===== src/hw/rtl/smgm_pkg.sv =====
package smgm_pkg;

    localparam logic [1:0] OP_GAIN   = 2'd0;
    localparam logic [1:0] OP_ROUTE  = 2'd1;
    localparam logic [1:0] OP_BLOCK  = 2'd2;
    localparam logic [1:0] OP_SAMPLE = 2'd3;

    localparam int COEF_BASE  = 45875;
    localparam int COEF_SPAN  = 19005;
    localparam logic [16:0] SMOOTH_MAX = 17'd65536;
    localparam logic [16:0] GAIN_MAX   = 17'd131071;

    localparam logic signed [30:0] ACC_MAX = 31'sd536870911;
    localparam logic signed [30:0] ACC_MIN = -31'sd536870912;
    localparam logic signed [29:0] OUT_MAX = 30'sd8388607;
    localparam logic signed [29:0] OUT_MIN = -30'sd8388608;

    typedef struct packed {
        logic capture;
        logic clr_step;
        logic load_gain;
        logic set_route;
        logic coef;
        logic b_read;
        logic b_mul;
        logic b_write;
        logic b_skip;
        logic p_read;
        logic p_mul;
        logic p_acc;
        logic d_acc;
        logic emit;
    } t_cmd;

    typedef struct packed {
        logic       clr_last;
        logic       o_last;
        logic       s_last;
        logic       route_zero;
        logic       src_ok;
        logic       spk_ok;
        logic       direct_ok;
        logic       last_src;
        logic       out_busy;
        logic [1:0] op;
    } t_sts;

endpackage


===== src/hw/rtl/smgm_ctrl.sv =====
module smgm_ctrl (
    input  logic            i_clk,
    input  logic            i_rst_n,
    input  logic            i_valid,
    output logic            o_stall,
    input  smgm_pkg::t_sts  i_sts,
    output smgm_pkg::t_cmd  o_cmd
);
    import smgm_pkg::*;

    typedef enum logic [12:0] {
        S_CLEAR = 13'b0000000000001,
        S_IDLE  = 13'b0000000000010,
        S_DISP  = 13'b0000000000100,
        S_COEF  = 13'b0000000001000,
        S_BCHK  = 13'b0000000010000,
        S_BRD   = 13'b0000000100000,
        S_BMUL  = 13'b0000001000000,
        S_BWR   = 13'b0000010000000,
        S_PRD   = 13'b0000100000000,
        S_PMUL  = 13'b0001000000000,
        S_PACC  = 13'b0010000000000,
        S_DIR   = 13'b0100000000000,
        S_EMIT  = 13'b1000000000000
    } t_state;

    t_state r_state;
    t_state n_state;

    always_ff @(posedge i_clk) begin
        if (!i_rst_n) begin
            r_state <= S_CLEAR;
        end else begin
            r_state <= n_state;
        end
    end

    always_comb begin
        n_state = r_state;
        o_cmd   = '0;
        unique case (r_state)
            S_CLEAR: begin
                o_cmd.clr_step = 1'b1;
                if (i_sts.clr_last) n_state = S_IDLE;
            end
            S_IDLE: begin
                if (i_valid) begin
                    o_cmd.capture = 1'b1;
                    n_state = S_DISP;
                end
            end
            S_DISP: begin
                unique case (i_sts.op)
                    OP_GAIN: begin
                        o_cmd.load_gain = i_sts.src_ok & i_sts.spk_ok;
                        n_state = S_IDLE;
                    end
                    OP_ROUTE: begin
                        o_cmd.set_route = i_sts.src_ok;
                        n_state = S_IDLE;
                    end
                    OP_BLOCK: begin
                        n_state = S_COEF;
                    end
                    OP_SAMPLE: begin
                        if (i_sts.src_ok && i_sts.route_zero) n_state = S_PRD;
                        else if (i_sts.src_ok && i_sts.direct_ok) n_state = S_DIR;
                        else if (i_sts.last_src) n_state = S_EMIT;
                        else n_state = S_IDLE;
                    end
                    default: n_state = S_IDLE;
                endcase
            end
            S_COEF: begin
                o_cmd.coef = 1'b1;
                n_state = S_BCHK;
            end
            S_BCHK: begin
                if (i_sts.route_zero) begin
                    n_state = S_BRD;
                end else begin
                    o_cmd.b_skip = 1'b1;
                    if (i_sts.s_last) n_state = S_IDLE;
                end
            end
            S_BRD: begin
                o_cmd.b_read = 1'b1;
                n_state = S_BMUL;
            end
            S_BMUL: begin
                o_cmd.b_mul = 1'b1;
                n_state = S_BWR;
            end
            S_BWR: begin
                o_cmd.b_write = 1'b1;
                if (!i_sts.o_last) n_state = S_BRD;
                else if (i_sts.s_last) n_state = S_IDLE;
                else n_state = S_BCHK;
            end
            S_PRD: begin
                o_cmd.p_read = 1'b1;
                n_state = S_PMUL;
            end
            S_PMUL: begin
                o_cmd.p_mul = 1'b1;
                n_state = S_PACC;
            end
            S_PACC: begin
                o_cmd.p_acc = 1'b1;
                if (!i_sts.o_last) n_state = S_PRD;
                else if (i_sts.last_src) n_state = S_EMIT;
                else n_state = S_IDLE;
            end
            S_DIR: begin
                o_cmd.d_acc = 1'b1;
                n_state = i_sts.last_src ? S_EMIT : S_IDLE;
            end
            S_EMIT: begin
                if (!i_sts.out_busy) begin
                    o_cmd.emit = 1'b1;
                    if (i_sts.o_last) n_state = S_IDLE;
                end
            end
            default: n_state = S_IDLE;
        endcase
    end

    assign o_stall = (r_state != S_IDLE);

endmodule


===== config.mk =====
export PLATFORM = sky130hd
export DESIGN_NAME = smgm_ctrl
export DESIGN_NICKNAME = d
export VERILOG_FILES = /design/src/hw/rtl/smgm_pkg.sv /design/src/hw/rtl/smgm_ctrl.sv
export SDC_FILE = /design/constraint.sdc
export NUM_CORES = 1
export LEC_CHECK = 0
export ABC_AREA = 1
export ABC_CLOCK_PERIOD_IN_PS = 2300
export BUFFER_PORTS_ARGS = -buffer_cell sky130_fd_sc_hd__buf_2
export CAP_MARGIN = 30
export CORE_MARGIN = 4
export CORE_UTILIZATION = 25
export DETAILED_ROUTE_END_ITERATION = 6
export SLEW_MARGIN = 20
export SYNTH_ARGS = -nofsm -noshare
export SYNTH_HDL_FRONTEND = slang
export SYNTH_SLANG_ARGS = --single-unit

===== constraint.sdc =====
create_clock -name i_clk -period 2.3 [get_ports i_clk]
set_input_delay 0.69 -clock i_clk [delete_from_list [all_inputs] [get_ports i_clk]]
set_output_delay 0.69 -clock i_clk [all_outputs]
set_load 0.005 [all_outputs]

==> reports/qor.csv <==
metric;value;unit
status;finished, final reports clean;
synth_top_area_share;23.9;%
synth_flop_cell;dfxtp_1;
p_clk_share;39.3;%
syn-mean-instance-area;6.16;sq um
p_leak;0.781;nW
critical_path_depth;8;
path_class;reg -> out;
vias_per_cell;4.61;
cts_resized;0;
path_buf_inv;2;
cp-start-kind;flop;
cp_top_family;simple AND/OR/NAND/NOR gates;
wl_per_cell;11.0;um
p_comb_share;16.9;%
max_freq;467;MHz
gr-total-overflow;0;
synthesis.instances;177;
ys_seq_area_share;23.9;%
p_per_area;398;nW/um^2
crit_required;1.61;ns
final-setup-viol-count;0;
cts_buffer_depth;2;
synth_area_leader_cell;dfxtp_1;
root_buffer;clkbuf_8;
cp_max_fo;5;
pre_cts_ws;0.372;ns
hold_path.class;reg -> reg;
fin_setup_tns;0;ns
core;4120;sq um
worst_slew_pin_slew;0.343;ns
clock-sinks;13;
antennaDiodeCount;0;
synthToLayoutAreaGrowth;23.7;%
end_kind;output port;
cp-endpoint;o_cmd[11];
holdPathStages;4;
final_common_cell;nand2_1;
nNetsFinal;224;
min_period;2.14;ns
ctsHoldBuffers;0;
drtIter0Drc;76;
p_int;0.385;mW
r2r_end;r_state[1];
maxCapViolCount;0;
route.detailed.drc;0;
tritoncts;built;
worstPathArrival;1.45;ns
grt_pass1_wl;5110;um
p_sw;0.152;mW
vias;1194;
clkTransAtPathRegs;0.06;ns
num_io_pins;29;
synthTopCellsByArea;dfxtp_1 24%, nand2_1 13%, nor2_1 11%;
firstDrtPassIters;4;
seqPwrFrac;43.8;%
crit_chain;nor2_4, nand2_4, nor2_4, nand2_2, inv_2, nand2_1, nor2_1, buf_2;
grt_use_total;11.8;%
synth_cell_types;26;
routabilityCongestion;0.869;
dpl.hpwl;2350;um
crit_slowest_cell;dfxtp_1;
die_area;5480;sq um
yosysWarnings;0;
synth-seq-cells;13;
clock_latency;0.25;ns
rr_worst_depth;12;
max_slew_margin;77.0;%
syn_area;1090;sq um
grt_antenna_before_repair;0;
grt_max_degree;11;
fp.dieH;74.0;um
dpl_cell_area;1290;sq um
drive_gt1_share;27.8;%
num_rows;23;
largest_reg_flops;13;
numCtsBuffers;3;
finalHoldViolCount;0;
syn_nets;191;
largest_register;r_state;
finalWirelength;2860;um
cp_slowest_stage_delay;0.34;ns
setup_ws;0.160;ns
reg_top3;r_state x13;
swShare;28.3;%
ctsHtreeMaxLevel;1;
cts_setup_buffers;0;
port_buffers;28;
r2r_start;r_state[4];
grt_pass1_vias;1166;
peakVddDrop;0.000137;V
slew_viol_final;0;
crit_start;r_state[4];
synth_edf_count;0;
synthArstFlopShare;0;%
initial_utilization;26.5;%
cp_common_cell;nor2_4;
ant_nets;0;
fin_area;1350;sq um
min_period_over_period;93.0;%
fin_skew;0.00341;ns
layout_common_cells;38 x nand2_1, 31 x inv_1, 31 x nor2_1;
die_w;74.0;um
r2r_setup_slack;0.88;ns
rsz0062_at_grt;false;
## cells in the mapped netlist, types with 2 or more instances
cell type	n
nand3_2	2
nor2_8	2
nor3_1	3
o21ai_1	2
nand4_1	6
inv_2	3
nand2_4	2
o21ai_0	5
nand3_1	12
nand2_1	38
nor2_1	32
a21oi_1	4
nand2_2	6
inv_1	31
nor2_4	6
dfxtp_1	13
## through the flow
step / power (mW) / cells / utilization (%) / hold WS (ns)
after detailed placement: 0.329 / 255 / 31.4 / 0.592
after floorplan: 0.295 / 177 / - / 0.539
after global routing: 0.564 / 259 / 32.7 / 0.661
after global placement: 0.329 / 255 / 31.4 / 0.576
after CTS: 0.543 / 259 / 32.5 / 0.602
final: 0.536 / 259 / 32.7 / 0.608
## final cells by class
class | count | area (sq um)
Fill cell | 476 | 2770
Multi-Input combinational cell | 129 | 708
Sequential cell | 13 | 260
Timing Repair Buffer | 28 | 140
Inverter | 35 | 131
Tap cell | 50 | 62.6
Clock buffer | 4 | 45.0
## worst register-to-register path, delay by kind of cell, from the launching register on
| family | cells | cell delay [ns] |
|---|---|---|
| simple gates | 10 | 0.90 |
| flops | 1 | 0.34 |
| buf+inv | 2 | 0.08 |
## power groups by stage
stage	Clock, mW	Combinational [mW]	Sequential, mW
2_1_floorplan	0	0.0560	0.239
3_3_place_gp	0	0.0895	0.240
3_5_place_dp	0	0.0897	0.240
4_1_cts	0.218	0.0902	0.235
5_1_grt	0.225	0.103	0.235
6_report	0.211	0.0908	0.235
## kinds of logic after synthesis
| family | count (synthesis) | share of synthesized area (%) |
|---|---|---|
| AND/OR/NAND/NOR | 116 | 57.1 |
| buffers and inverters | 35 | 12.1 |
| AO/OA/AOI/OAI | 13 | 7.00 |
| flip-flops | 13 | 23.9 |
## routing by layer
layer	up-vias	wire, um	global-route usage (%)
met3	7	246	2.30
met5	-	0	0
li1	617	-	-
met1	529	1350	16.5
met4	0	71	5.03
met2	41	1190	17.7
## worst min path at each step
| stage | startpoint | end | slack (ns) |
|---|---|---|---|
| detailed placement | r_state[8] | r_state[9] | 0.59 |
| CTS | r_state[8] | r_state[9] | 0.60 |
| finish | r_state[8] | r_state[9] | 0.61 |
| global placement | r_state[8] | r_state[9] | 0.58 |
| global route | r_state[8] | r_state[9] | 0.66 |
| floorplan | r_state[8] | r_state[9] | 0.54 |
Note: power is estimated with default switching activity, not from simulation.
